### config.mk
export PLATFORM = sky130hd
export DESIGN_NAME = pld_sqrt_cell
export DESIGN_NICKNAME = d
export VERILOG_FILES = /design/src/rtl/core/point_line_distance_3d_core_assert.svh /design/src/rtl/core/pld_pkg.sv /design/src/rtl/core/pld_sqrt_cell.sv
export SDC_FILE = /design/constraint.sdc
export NUM_CORES = 1
export LEC_CHECK = 0
export ABC_AREA = 1
export BUFFER_PORTS_ARGS = -buffer_cell sky130_fd_sc_hd__buf_2
export CAP_MARGIN = 10
export CORE_MARGIN = 2
export CORE_UTILIZATION = 40
export CTS_CLUSTER_SIZE = 24
export DETAILED_ROUTE_END_ITERATION = 10
export PLACE_DENSITY = 0.75
export SETUP_SLACK_MARGIN = 0.4
export SYNTH_ARGS = -nofsm -noshare
export SYNTH_HDL_FRONTEND = slang
export SYNTH_SLANG_ARGS = --single-unit
### constraint.sdc
create_clock -name clk -period 0.8 [get_ports clk]
set_input_delay 0.12 -clock clk [delete_from_list [all_inputs] [get_ports clk]]
set_output_delay 0.12 -clock clk [all_outputs]
set_load 0.01 [all_outputs]
### src/rtl/core/point_line_distance_3d_core_assert.svh
// Assertion macros shared by the distance core.
`ifndef POINT_LINE_DISTANCE_3D_CORE_ASSERT_SVH
`define POINT_LINE_DISTANCE_3D_CORE_ASSERT_SVH

// Consequent checked in the same cycle as the antecedent.
`define PLD_ASSERT_SAME(label, ante, cons, msg) \
    label: assert property (@(posedge clk) disable iff (!rst_n) (ante) |-> (cons)) \
        else $error(msg);

// Consequent checked in the cycle after the antecedent.
`define PLD_ASSERT_NEXT(label, ante, cons, msg) \
    label: assert property (@(posedge clk) disable iff (!rst_n) (ante) |=> (cons)) \
        else $error(msg);

`endif

### src/rtl/core/pld_pkg.sv
package pld_pkg;

    localparam int COORD_W   = 32;
    localparam int DIFF_W    = COORD_W + 1;
    localparam int PROD_W    = 2 * DIFF_W;
    localparam int MAG_W     = 2 * COORD_W + 1;
    localparam int LO_W      = 32;
    localparam int HI_W      = MAG_W - LO_W;
    localparam int SQ_W      = 2 * MAG_W;
    localparam int NUM_W     = SQ_W + 2;
    localparam int DEN_W     = 2 * COORD_W + 2;
    localparam int QUO_W     = 64;
    localparam int TOP_W     = NUM_W - QUO_W;
    localparam int DIST_W    = 32;
    localparam int SQRT_N    = QUO_W / 2;
    localparam int SREM_W    = DIST_W + 2;
    localparam int CFG_IDX_W = 3;

    typedef enum logic [CFG_IDX_W-1:0] {
        REG_A_X = 3'd0,
        REG_A_Y = 3'd1,
        REG_A_Z = 3'd2,
        REG_B_X = 3'd3,
        REG_B_Y = 3'd4,
        REG_B_Z = 3'd5
    } cfg_idx_t;

    typedef logic signed [COORD_W-1:0] coord_t;
    typedef logic [2:0][COORD_W-1:0] vec3_t;

    typedef struct packed {
        logic valid;
        logic degen;
        logic big;
    } flags_t;

    typedef struct packed {
        logic [DIST_W-1:0] distance;
        logic              degen;
        logic              sat;
    } res_t;

endpackage

### src/rtl/core/pld_sqrt_cell.sv
module pld_sqrt_cell (
    input  logic                       clk,
    input  logic                       rst_n,
    input  logic                       en,
    input  pld_pkg::flags_t            flags_i,
    input  logic [pld_pkg::QUO_W-1:0]  x_i,
    input  logic [pld_pkg::SREM_W-1:0] rem_i,
    input  logic [pld_pkg::DIST_W-1:0] root_i,
    output pld_pkg::flags_t            flags_o,
    output logic [pld_pkg::QUO_W-1:0]  x_o,
    output logic [pld_pkg::SREM_W-1:0] rem_o,
    output logic [pld_pkg::DIST_W-1:0] root_o
);
    import pld_pkg::*;

    flags_t            flags_reg;
    logic [QUO_W-1:0]  x_reg;
    logic [SREM_W-1:0] rem_reg;
    logic [DIST_W-1:0] root_reg;
    logic [SREM_W+1:0] cur;
    logic [SREM_W+1:0] trial;
    logic [SREM_W+1:0] sub;
    logic              ge;
    logic [SREM_W-1:0] rem_next;
    logic [DIST_W-1:0] root_next;

    always_comb
    begin
        cur       = {rem_i, x_i[QUO_W-1 -: 2]};
        trial     = (SREM_W+2)'({root_i, 2'b01});
        ge        = cur >= trial;
        sub       = cur - trial;
        rem_next  = ge ? sub[SREM_W-1:0] : cur[SREM_W-1:0];
        root_next = {root_i[DIST_W-2:0], ge};
    end

    always_ff @(posedge clk or negedge rst_n)
    begin
        if (!rst_n)
        begin
            flags_reg <= '0;
        end
        else if (en)
        begin
            flags_reg <= flags_i;
        end
    end

    always_ff @(posedge clk)
    begin
        if (en)
        begin
            x_reg    <= {x_i[QUO_W-3:0], 2'b00};
            rem_reg  <= rem_next;
            root_reg <= root_next;
        end
    end

    assign flags_o = flags_reg;
    assign x_o     = x_reg;
    assign rem_o   = rem_reg;
    assign root_o  = root_reg;

endmodule
==> flow_metrics.tcl <==
set metrics [dict create \
    status "complete, but fails checks" \
    violations "negative hold slack, negative setup slack" \
    place.gp.congestion 0.9290 \
    grt_pass1_wl_mm 33.29 \
    area_growth_pct 59.09 \
    clock_path_buffers 2 \
    grt_setup_unrepaired "true" \
    cts_tree "built" \
    finalInstanceArea_um2 11150 \
    holdPathEnd "x_o[58]" \
    hold_viol_final 100 \
    vias_per_cell 4.661 \
    drive_gt1_frac 0.4607 \
    reg2reg_depth 2 \
    holdBufCountCts 1 \
    place_area_um2 10020 \
    grtUsageTotal 0.2389 \
    worstSkewPairLatency_ns 0.42 \
    worstSetupEndpointType "register" \
    drc 0 \
    setup_slack_ns -0.7275 \
    antenna_found_initial 1 \
    pre_cts_slack_ns -1.196 \
    synth_edf_count 128 \
    synthCells 781 \
    yosysSeqAreaShare 0.5593 \
    dp_hpwl_mm 17.60 \
    fin_crit_ns 1.528 \
    crit_fanout 14 \
    fp.dieW_um 136.4 \
    drv_cap 0 \
    holdCritStartpoint "x_i[56]" \
    crit_start "root_i[10]" \
    synth.avg_cell_area_um2 8.971 \
    dieArea_um2 18590 \
    holdPathStages 1 \
    drt_iter0_markers 370 \
    ys_warn_count 0 \
    synth-async-reset-ratio 0.02290 \
    die_height_um 136.4 \
    vias 6628 \
    timing.fmax_mhz 654.7 \
    slew_violations 0 \
    io_buffers 266 \
    postRouteAntennaNets 0 \
    cts.sinks 131 \
    period_share 1.909 \
    fillCellCount 1371 \
    min_path_type "in -> reg" \
    numCtsBuffers 17 \
    cts.htree.levels 4 \
    path_clk_slew_ns 0.07 \
    fin_setup_tns_ns -57.64 \
    worstSetupPathType "in -> reg" \
    reg2reg_from "flags_o[1]" \
    cp-start-kind "input port" \
    grt_max_degree 26 \
    grt_overflow_total 0 \
    cts_root_buf "clkbuf_16" \
    fin_nets 1353 \
    fin_worst_skew_ns 0 \
    dp.cells 1376 \
    io_pins 269 \
    p_leak_nw 5.504 \
    cp.arrival_ns 1.70 \
    vdd_drop_max_v 0.001430 \
    grt_pass1_vias 6364 \
    power_mw 21.63 \
    p_per_area_nw_per_um2 1941 \
    rr_endpoint "flags_o[1]" \
    setup_viol 167 \
    fin_util 0.6467 \
    synth_area_um2 7007 \
    hold_ws_ns -0.1327 \
    synth_flop_cell "edfxtp_1" \
    initial_core_util 0.4065 \
    dr.pass1.iters 5 \
    drt-total-wl_mm 23.80 \
    finalNonFillerCells 1422 \
    yosysUniqueCellTypes 27 \
    ys_seq_elements 131 \
    r2r_slack_ns -0.09 \
    wl_per_cell_um 16.74 \
    rows 48 \
    required_ns 0.98 \
    core_area_um2 17240 \
]
-- layout by cell type, fill, tap and decap left out, drive strengths merged, types with 2 or more instances in the layout --
cell	count
xor2	15
nor3	3
nand3b	4
dfrtp	3
inv	148
nand3	39
buf	383
conb	2
and2	3
o21bai	3
nor2	57
clkbuf	23
xnor2	3
nand2	291
a21oi	26
mux2	3
o21ai	13
nand4	6
clkinv	6
edfxtp	128
ha	34
-- metal layers --
| layer | part of all wire | global-route usage |
|---|---|---|
| met1 | 0.39 | 0.2760 |
| met2 | 0.50 | 0.4193 |
| met3 | 0.083 | 0.06674 |
| met4 | 0.030 | 0.09144 |
| met5 | 0 | 0 |
-- state kept, by name, indices dropped and copies added (netlist names) --
register / flops
x_o: 62
rem_o: 34
flags_o: 3
root_o: 32
-- logic make-up after synthesis --
family | after synthesis | share of synthesized area
flops | 131 | 0.5593
simple gates | 404 | 0.2350
buf+inv | 148 | 0.08554
xor+xnor | 18 | 0.02250
compound gates | 42 | 0.03161
fa+ha+maj | 34 | 0.06071
other cells | 1 | 0.0005352
mux | 3 | 0.004821
-- critical path: stages --
cell and delay, ns:
buf_2 0.09, inv_2 0.04, ha_4 0.29, nand2_4 0.07, nor2_4 0.17, nand2_1 0.09, nor2_1 0.12, nand2_2 0.09
nand2_2 0.10, nand2_4 0.07, nand2_8 0.11, inv_8 0.06, buf_12 0.15, nand2_1 0.06, nand2_1 0.06
-- synth_stat cells (4+ instances only) --
cell | instances | area [um^2]
buf_4 | 5 | 37.54
edfxtp_1 | 128 | 3844
o21ai_0 | 13 | 65.06
nor2_2 | 8 | 50.05
nand3_1 | 38 | 190.2
nor2_1 | 49 | 183.9
a21oi_1 | 25 | 125.1
ha_1 | 34 | 425.4
inv_1 | 139 | 521.8
xor2_1 | 15 | 131.4
nand4_1 | 6 | 37.54
nand2_1 | 288 | 1081
nand3b_1 | 4 | 30.03
-- final cells by class --
cell class | instances | area [um^2] | share of cell area
antenna | 1 | 2.502 | 0.0002245
clock buffer | 17 | 425.4 | 0.03816
clock inverter | 15 | 142.6 | 0.01280
inverter | 140 | 568.0 | 0.05096
multi-input combinational | 503 | 3149 | 0.2825
sequential | 131 | 3919 | 0.3516
tap | 225 | 281.5 | 0.02526
timing repair buffer | 390 | 2659 | 0.2385
-- report_power, final --
part / switching [mW] / internal [mW] / total, mW
Clock: 3.46 / 4.12 / 7.58
Combinational: 2.95 / 2.56 / 5.50
Sequential: 0.197 / 8.35 / 8.55
Total: 6.61 / 15.0 / 21.6
-- how the worst max path moves through the flow --
stage | end | slack [ns]
floorplan | rem_o[25] | -0.84
CTS | rem_o[25] | -0.70
detailed placement | rem_o[33] | -1.20
global route | rem_o[23] | -0.84
finish | rem_o[23] | -0.73
global placement | rem_o[31] | -1.14
-- what timing repair did --
action | CTS | global route
buffers inserted | 1 | 3
gates resized for setup | 37 | 66
endpoints found under the hold margin | 107 | 99
pin swaps | 3 | 2
cloned | 0 | 8
endpoints found under the setup margin | 202 | 252
Note: power is estimated with default switching activity, not from simulation.
