===== config.mk =====
export PLATFORM = sky130hd
export DESIGN_NAME = pld_div_cell
export DESIGN_NICKNAME = d
export VERILOG_FILES = /design/src/rtl/core/point_line_distance_3d_core_assert.svh /design/src/rtl/core/pld_pkg.sv /design/src/rtl/core/pld_div_cell.sv
export SDC_FILE = /design/constraint.sdc
export NUM_CORES = 1
export LEC_CHECK = 0
export BUFFER_PORTS_ARGS = -buffer_cell sky130_fd_sc_hd__buf_2
export CELL_PAD_IN_SITES_DETAIL_PLACEMENT = 1
export CELL_PAD_IN_SITES_GLOBAL_PLACEMENT = 1
export CORE_MARGIN = 4
export CORE_UTILIZATION = 42
export DETAILED_ROUTE_END_ITERATION = 8
export GPL_TIMING_DRIVEN = 0
export PLACE_DENSITY_LB_ADDON = 0.1
export SYNTH_ARGS = -nofsm -noshare
export SYNTH_HDL_FRONTEND = slang
export SYNTH_SLANG_ARGS = --single-unit

===== constraint.sdc =====
create_clock -name clk -period 1.3 [get_ports clk]
set_clock_uncertainty 0.1 [all_clocks]
set_input_delay 0.26 -clock clk [delete_from_list [all_inputs] [get_ports clk]]
set_output_delay 0.26 -clock clk [all_outputs]
set_load 0.03 [all_outputs]

===== src/rtl/core/point_line_distance_3d_core_assert.svh =====
// Assertion macros shared by the distance core.
`ifndef POINT_LINE_DISTANCE_3D_CORE_ASSERT_SVH
`define POINT_LINE_DISTANCE_3D_CORE_ASSERT_SVH

// Consequent checked in the same cycle as the antecedent.
`define PLD_ASSERT_SAME(label, ante, cons, msg) \
    label: assert property (@(posedge clk) disable iff (!rst_n) (ante) |-> (cons)) \
        else $error(msg);

// Consequent checked in the cycle after the antecedent.
`define PLD_ASSERT_NEXT(label, ante, cons, msg) \
    label: assert property (@(posedge clk) disable iff (!rst_n) (ante) |=> (cons)) \
        else $error(msg);

`endif


===== src/rtl/core/pld_pkg.sv =====
package pld_pkg;

    localparam int COORD_W   = 32;
    localparam int DIFF_W    = COORD_W + 1;
    localparam int PROD_W    = 2 * DIFF_W;
    localparam int MAG_W     = 2 * COORD_W + 1;
    localparam int LO_W      = 32;
    localparam int HI_W      = MAG_W - LO_W;
    localparam int SQ_W      = 2 * MAG_W;
    localparam int NUM_W     = SQ_W + 2;
    localparam int DEN_W     = 2 * COORD_W + 2;
    localparam int QUO_W     = 64;
    localparam int TOP_W     = NUM_W - QUO_W;
    localparam int DIST_W    = 32;
    localparam int SQRT_N    = QUO_W / 2;
    localparam int SREM_W    = DIST_W + 2;
    localparam int CFG_IDX_W = 3;

    typedef enum logic [CFG_IDX_W-1:0] {
        REG_A_X = 3'd0,
        REG_A_Y = 3'd1,
        REG_A_Z = 3'd2,
        REG_B_X = 3'd3,
        REG_B_Y = 3'd4,
        REG_B_Z = 3'd5
    } cfg_idx_t;

    typedef logic signed [COORD_W-1:0] coord_t;
    typedef logic [2:0][COORD_W-1:0] vec3_t;

    typedef struct packed {
        logic valid;
        logic degen;
        logic big;
    } flags_t;

    typedef struct packed {
        logic [DIST_W-1:0] distance;
        logic              degen;
        logic              sat;
    } res_t;

endpackage


===== src/rtl/core/pld_div_cell.sv =====
module pld_div_cell (
    input  logic                      clk,
    input  logic                      rst_n,
    input  logic                      en,
    input  pld_pkg::flags_t           flags_i,
    input  logic [pld_pkg::DEN_W-1:0] den_i,
    input  logic [pld_pkg::DEN_W-1:0] rem_i,
    input  logic [pld_pkg::QUO_W-1:0] quo_i,
    output pld_pkg::flags_t           flags_o,
    output logic [pld_pkg::DEN_W-1:0] den_o,
    output logic [pld_pkg::DEN_W-1:0] rem_o,
    output logic [pld_pkg::QUO_W-1:0] quo_o
);
    import pld_pkg::*;

    flags_t           flags_reg;
    logic [DEN_W-1:0] den_reg;
    logic [DEN_W-1:0] rem_reg;
    logic [QUO_W-1:0] quo_reg;
    logic [DEN_W:0]   trial;
    logic             ge;
    logic [DEN_W:0]   sub;
    logic [DEN_W-1:0] rem_next;
    logic [QUO_W-1:0] quo_next;

    always_comb
    begin
        trial    = {rem_i, quo_i[QUO_W-1]};
        ge       = trial >= {1'b0, den_i};
        sub      = trial - {1'b0, den_i};
        rem_next = ge ? sub[DEN_W-1:0] : trial[DEN_W-1:0];
        quo_next = {quo_i[QUO_W-2:0], ge};
    end

    always_ff @(posedge clk or negedge rst_n)
    begin
        if (!rst_n)
        begin
            flags_reg <= '0;
        end
        else if (en)
        begin
            flags_reg <= flags_i;
        end
    end

    always_ff @(posedge clk)
    begin
        if (en)
        begin
            den_reg <= den_i;
            rem_reg <= rem_next;
            quo_reg <= quo_next;
        end
    end

    assign flags_o = flags_reg;
    assign den_o   = den_reg;
    assign rem_o   = rem_reg;
    assign quo_o   = quo_reg;

endmodule


==> results.py, run 1 <==
metrics = {
    "cells_and_area": {
        "final_cells": 1998,
        "final-seq-area_um2": 5960,
        "fin_nets": 1870,
        "drive_gt1_share_pct": 47.5,
        "area_delta_synth_final_pct": 56.5,
        "fill_cells": 2830,
        "layout.cells.most_common": "buf_2",
        "final_cell_mix": "buf_2 (347), edfxtp_1 (196), dlygate4sd3_1 (133)",
        "multi_input_area_um2": 6090,
    },
    "run": {
        "drv_cap": 0,
    },
    "power": {
        "p_comb_share_pct": 36.3,
        "p_leak_nw": 7.94,
        "pwr-share-seq_pct": 37.0,
        "switching_share_pct": 37.0,
        "power_frac_clock_pct": 26.7,
        "power_density_nw_per_um2": 1210,
        "vdd_drop_max_mv": 1.10,
        "internal-power_mw": 13.9,
        "switchingPower_mw": 8.19,
    },
    "worst_setup_path": {
        "r2r_slack_ps": 360,
        "timing.rr.start": "flags_o[0]",
        "ff2ff_path_depth": 1,
        "worstSetupStartpointType": "primary input",
        "cp_max_fo": 4,
        "worstPathArrival_ps": 3230,
        "required_ps": 1400,
        "crit_path_max_incr_delay_ps": 370,
        "path_delay_family": "compound AO/OA/AOI/OAI gates",
        "endpoint_kind": "flip-flop",
        "cp_num_cells": 16,
        "crit_top_cell": "buf_4",
        "rr_endpoint": "flags_o[0]",
        "crit_buf_inv": 5,
        "cp_cell_sequence": "buf_12 -> inv_12 -> ha_4 -> inv_2 -> fa_2 -> a211o_1 -> a211o_4 -> a41oi_4 -> o211ai_1 -> buf_4 -> buf_4 -> a31oi_4 -> o21ai_2 -> a21oi_1 -> xnor2_1 -> mux2_4",
        "worstSetupPathType": "in2reg",
        "critPathSlowestCell": "a211o_4",
    },
    "synth": {
        "synth_fp_nets": 1256,
        "syn_area_um2": 11700,
        "synthFlopType": "edfxtp_1",
        "synth_edf_count": 196,
        "synthesis.instances": 987,
        "synth_top_area_cell": "edfxtp_1",
        "synth_warnings": 0,
        "ys_seq_area_share_pct": 51.1,
        "ys_ff_latch": 199,
        "synthArstFlopShare_pct": 1.51,
        "syn_area_per_cell_um2": 11.8,
        "yosysTopAreaCellShare_pct": 50.5,
        "synth.area.top_cells": "edfxtp_1 (50%), mux2_4 (7.3%), ha_1 (7.1%), a21oi_1 (3.6%), inv_1 (2.8%)",
        "yosys.cell_types.count": 75,
    },
    "sta": {
        "setup_viol": 266,
        "finalWorstPathRequiredPeriod_ps": 3130,
        "worst_slew_pin_slew_ps": 788,
        "slew_viol_final": 0,
        "fmax_ghz": 0.320,
        "relSlewSlack_pct": 46.9,
        "rsz0062_at_grt": "yes",
        "setup_ws_ps": -1830,
        "hold_viol": 0,
        "post-route-period-util_pct": 241,
        "hold_ws_ps": 26.6,
    },
    "floorplan": {
        "core.rowCount": 60,
        "ios": 401,
        "die_h_um": 175,
        "coreArea_um2": 27100,
        "dieArea_um2": 30500,
        "start_util_pct": 43.0,
        "die_x_um": 175,
    },
    "global_route": {
        "first_global_vias": 11739,
        "grt_usage_pct": 30.5,
        "antenna_found_initial": 10,
        "grt_pass1_wl_um": 72300,
        "grt_start_max_net_pins": 128,
        "overflow": 0,
    },
    "cts": {
        "cts_root_buf": "clkbuf_16",
        "clk_path_buf_depth": 2,
        "cts_tree": "built",
        "cts.htree.levels": 4,
        "cts_sinks": 199,
        "insertion_delay_ps": 450,
        "cts_buffers": 17,
        "clk_pin_slew_ps": 100,
    },
    "detailed_routing": {
        "remaining_drc_errors": 0,
        "initialDrtViolationCount": 882,
        "wl_per_cell_um": 27.4,
        "ant_nets": 0,
        "vias": 11459,
        "viasPerCell": 5.74,
        "drt-total-wl_um": 54800,
        "dr.pass1.iters": 5,
    },
    "placement": {
        "gp_congestion": 0.817,
        "port_buffers": 400,
        "hpwlAfterDp_um": 31300,
        "dp.cells": 1760,
    },
    "min_path": {
        "hp-class": "in2async",
    },
    "status": {
        "status": "complete, but fails checks",
        "violations": "setup timing",
    },
}
==> Yosys cell counts (3+ instances only) <==
master and instances:
a211o_1 3, a211oi_1 6, a21o_1 34, a21oi_1 84, a21oi_2 7, a31oi_1 5
and2_1 3, and3_1 7, buf_12 7, buf_2 14, buf_6 5, clkbuf_1 12
dfrtp_1 3, edfxtp_1 196, ha_1 66, inv_1 88, mux2_2 7, mux2_4 57
mux2i_1 3, nand2_1 57, nand2b_1 3, nand3_1 15, nand4_1 26, nor2_1 58
nor2b_1 4, nor3_1 15, nor3b_1 3, nor4_1 5, o2111ai_1 3, o211a_1 3
o211ai_1 7, o21a_1 8, o21ai_0 45, o21ai_1 6, o21bai_1 14, o22ai_1 3
o31ai_1 5, or3_1 3, xnor2_1 33, xor2_1 23
==> flip-flops by register name, indices dropped and copies added, names as in the netlist <==
register,count
den_o,66
flags_o,3
quo_o,64
rem_o,66
==> power by group through the flow <==
stage / logic [mW] / clock network, mW / registers [mW]
after detailed placement: 6.26 / 0 / 8.21
after global placement: 6.13 / 0 / 8.19
after floorplan: 2.83 / 0 / 9.63
after CTS: 7.24 / 5.74 / 8.09
after global routing: 8.38 / 6.19 / 8.23
final: 8.03 / 5.90 / 8.17
==> area by class of cell <==
cell class / count / area share, %
Clock inverter: 15 / 1.06
Buffer: 31 / 2.19
Inverter: 89 / 2.02
Timing Repair Buffer: 604 / 23.7
Tap cell: 372 / 2.55
Clock buffer: 17 / 2.33
Multi-Input combinational cell: 659 / 33.3
Sequential cell: 199 / 32.7
Antenna cell: 12 / 0.165
==> per-stage QoR <==
step	setup WS, ps	utilization [%]	cell area [um^2]	total power [mW]	setup TNS [ps]
final	-1830	67.4	18300	22.1	-133900
after global routing	-1860	67.3	18300	22.8	-142970
after CTS	-1760	65.1	17600	21.1	-125180
after detailed placement	-2710	53.6	14500	14.5	-238130
after global placement	-2920	53.5	14500	14.3	-715950
after floorplan	-1790	-	12000	12.5	-112960
==> repair_timing <==
action,in CTS,in global routing
pin swaps,55,47
endpoints found under the hold margin,135,0
buffers inserted,48,21
cloned,2,1
setup endpoints to repair,370,388
resized for setup,184,107
hold buffers,133,0
==> worst max-delay path by stage <==
stage,startpoint,end,slack (ps)
after floorplan,quo_i[63],rem_o[46],-1790
after global placement,en,flags_o[0],-2920
after detailed placement,den_i[51],rem_o[62],-2710
after CTS,quo_i[63],rem_o[64],-1760
after global routing,den_i[44],rem_o[44],-1860
final,quo_i[63],rem_o[44],-1830
==> routing by layer <==
metal	up-vias	part of all wire, %	global-route usage [%]
met2	681	50	54.9
met4	0	6.3	12.5
met1	5681	37	35.4
li1	4915	-	-
met5	-	0	0
met3	182	7.6	6.40
==> cell families (layout without fill, tap and decap cells) <==
kind of cell / after synthesis / after routing / synth area share (%)
muxes: 67 / 67 / 8.27
and+or+nand+nor: 213 / 213 / 8.96
DFF: 199 / 199 / 51.1
AOI/OAI and AO/OA: 256 / 256 / 14.5
other: 0 / 12 / 0
adders and majority gates: 67 / 67 / 7.25
xor gates and xnor gates: 56 / 56 / 4.21
buffers and inverters: 129 / 756 / 5.72
Power figures use the tool's default switching activity.
==> run 2, diff against run 1 <==
--- a/config.mk
+++ b/config.mk
@@ -7,11 +7,10 @@
 export LEC_CHECK = 0
 export BUFFER_PORTS_ARGS = -buffer_cell sky130_fd_sc_hd__buf_2
 export CELL_PAD_IN_SITES_DETAIL_PLACEMENT = 1
-export CELL_PAD_IN_SITES_GLOBAL_PLACEMENT = 1
+export CELL_PAD_IN_SITES_GLOBAL_PLACEMENT = 2
 export CORE_MARGIN = 4
-export CORE_UTILIZATION = 42
+export CORE_UTILIZATION = 34
 export DETAILED_ROUTE_END_ITERATION = 8
-export GPL_TIMING_DRIVEN = 0
 export PLACE_DENSITY_LB_ADDON = 0.1
 export SYNTH_ARGS = -nofsm -noshare
 export SYNTH_HDL_FRONTEND = slang
==> run 2 against run 1 <==
  * Cell count is 18% higher
  * Clock power is 3.6% lower
  * The flow still finishes with violations (setup timing)
  * Highest routed layer unchanged
  * Sequential share of layout area is 5.3 points lower
  * Critical path depth is 2 lower
  * Via count is 1.6% higher
  * Die area is 22% higher
==> results.py, run 2 (synthesized netlist as in run 1, its figures left out) <==
metrics = {
    "worst_setup_path": {
        "endpoint_kind": "flip-flop",
        "rr_endpoint": "flags_o[2]",
        "crit_buf_inv": 4,
        "cp_max_fo": 7,
        "r2r_slack_ps": 290,
        "cp_cell_sequence": "buf_4 -> ha_4 -> nand4_1 -> nor2_1 -> nor2_1 -> o21a_1 -> a2111oi_4 -> o211a_4 -> o31ai_4 -> and2_4 -> inv_12 -> buf_12 -> buf_12 -> mux2_4",
        "worstSetupStartpointType": "primary input",
        "path_delay_family": "compound AO/OA/AOI/OAI gates",
        "worstPathArrival_ps": 2990,
        "crit_path_max_incr_delay_ps": 450,
        "ff2ff_path_depth": 2,
        "worstSetupPathType": "in2reg",
        "timing.rr.start": "flags_o[2]",
        "required_ps": 1410,
        "critPathSlowestCell": "a2111oi_4",
    },
    "floorplan": {
        "coreArea_um2": 33700,
        "start_util_pct": 34.6,
        "die_h_um": 193,
        "ios": 401,
        "core.rowCount": 67,
        "dieArea_um2": 37300,
        "die_x_um": 193,
    },
    "cells_and_area": {
        "multi_input_area_um2": 6130,
        "layout.cells.most_common": "buf_4",
        "fin_area_um2": 21800,
        "area_delta_synth_final_pct": 86.6,
        "fin_nets": 2158,
        "final_cell_mix": "buf_4 (342), buf_6 (237), edfxtp_1 (196)",
        "final-seq-area_um2": 5960,
        "drive_gt1_share_pct": 55.4,
        "fill_cells": 3478,
        "postLayoutCoreUtil_pct": 64.6,
    },
    "placement": {
        "placedInstanceArea_um2": 17000,
        "hpwlAfterDp_um": 36300,
        "port_buffers": 400,
        "gp_congestion": 0.825,
    },
    "power": {
        "vdd_drop_max_mv": 0.970,
        "p_total_mw": 23.7,
        "switching_share_pct": 33.7,
        "p_comb_share_pct": 40.7,
        "switchingPower_mw": 7.97,
        "p_leak_nw": 9.72,
        "power_density_nw_per_um2": 1090,
        "power_frac_clock_pct": 24.1,
        "internal-power_mw": 15.7,
        "pwr-share-seq_pct": 35.2,
    },
    "global_route": {
        "antenna_found_initial": 6,
        "first_global_vias": 13019,
        "grt_usage_pct": 27.7,
        "grt_pass1_wl_um": 80400,
        "grt_start_max_net_pins": 30,
        "overflow": 0,
    },
    "cts": {
        "cts_buffers": 17,
        "cts.htree.levels": 4,
        "clk_pin_slew_ps": 80,
        "cts_sinks": 199,
        "insertion_delay_ps": 470,
        "cts_root_buf": "clkbuf_16",
        "cts_tree": "built",
        "clk_path_buf_depth": 2,
    },
    "sta": {
        "fmax_ghz": 0.348,
        "post-route-period-util_pct": 221,
        "relSlewSlack_pct": 67.5,
        "setup_ws_ps": -1580,
        "worst_slew_pin_slew_ps": 483,
        "fin_setup_tns_ps": -117050,
        "hold_viol": 0,
        "slew_viol_final": 0,
        "finalWorstPathRequiredPeriod_ps": 2880,
        "rsz0062_at_grt": "yes",
        "setup_viol": 266,
    },
    "status": {
        "status": "complete, but fails checks",
        "violations": "setup timing",
    },
    "detailed_routing": {
        "ant_nets": 0,
        "remaining_drc_errors": 0,
        "initialDrtViolationCount": 578,
        "wl_per_cell_um": 22.9,
        "drt-total-wl_um": 53900,
        "vias": 11637,
        "viasPerCell": 4.94,
        "dr.pass1.iters": 7,
    },
    "run": {
        "drv_cap": 0,
    },
    "min_path": {
        "hp-class": "in2reg",
        "hold_depth": 2,
        "hold_start": "rem_i[58]",
        "min_to": "rem_o[59]",
    },
}
## run 2: cell types whose count changed in the layout (fill, tap and decap cells not counted), sizes merged
cell / previous run / this run
buf: 498 / 785
bufinv: 0 / 1
clkinv: 7 / 2
clkinvlp: 0 / 2
diode: 12 / 6
dlygate4sd3: 133 / 138
inv: 97 / 95
## run 2: worst register-to-register path, stage by stage, from the launching register on
cell	delay, ps
dfrtp_1	400
buf_4	130
mux2_2	260
## run 2: how the worst max path moves through the flow
stage / start / endpoint / slack, ps / depth (start not counted)
after global routing: den_i[15] / rem_o[44] / -1690 / 15
final: rem_i[12] / rem_o[38] / -1580 / 14
after CTS: quo_i[63] / rem_o[52] / -1550 / 15
after global placement: den_i[21] / rem_o[56] / -2300 / 14
after floorplan: quo_i[63] / rem_o[46] / -1790 / 13
after detailed placement: den_i[21] / rem_o[46] / -2310 / 14
## run 2: what timing repair did
item                                    4_1_cts  5_1_grt
buffers inserted                             35       11
endpoints found under the hold margin       139        1
hold buffers                                137        1
pin swaps                                    33       34
gates resized for setup                     587       56
gates cloned                                  5        0
endpoints found under the setup margin      266      266
## run 2: cell type report
| class | count | area share, % |
|---|---|---|
| Sequential cell | 199 | 27.4 |
| Tap cell | 448 | 2.58 |
| Clock buffer | 21 | 2.16 |
| Inverter | 89 | 1.73 |
| Clock inverter | 11 | 0.609 |
| Antenna cell | 6 | 0.0690 |
| Timing Repair Buffer | 923 | 37.3 |
| Multi-Input combinational cell | 659 | 28.2 |
## run 2: power groups by stage
| stage | logic, mW | clock network (mW) | registers [mW] |
|---|---|---|---|
| floorplan | 2.83 | 0 | 9.63 |
| global placement | 7.30 | 0 | 8.21 |
| detailed placement | 7.43 | 0 | 8.23 |
| CTS | 9.25 | 5.68 | 8.27 |
| global route | 10.1 | 6.03 | 8.38 |
| finish | 9.63 | 5.69 | 8.33 |
## run 2: routing by layer
| metal | GRT usage (%) | share of wire, % | up-vias |
|---|---|---|---|
| li1 | - | - | 5484 |
| met1 | 32.6 | 40 | 5737 |
| met2 | 50.7 | 53 | 351 |
| met3 | 5.03 | 4.4 | 65 |
| met4 | 9.62 | 2.6 | 0 |
| met5 | 0 | 0 | - |
## run 2: metrics by stage
| stage | cells | setup WS [ps] | hold WS [ps] |
|---|---|---|---|
| finish | 2356 | -1580 | 18.4 |
| global route | 2355 | -1690 | 12.3 |
| CTS | 2344 | -1550 | 0.456 |
| detailed placement | 2137 | -2310 | -38.3 |
| global placement | 2137 | -2300 | -43.7 |
| floorplan | 987 | -1790 | -136 |
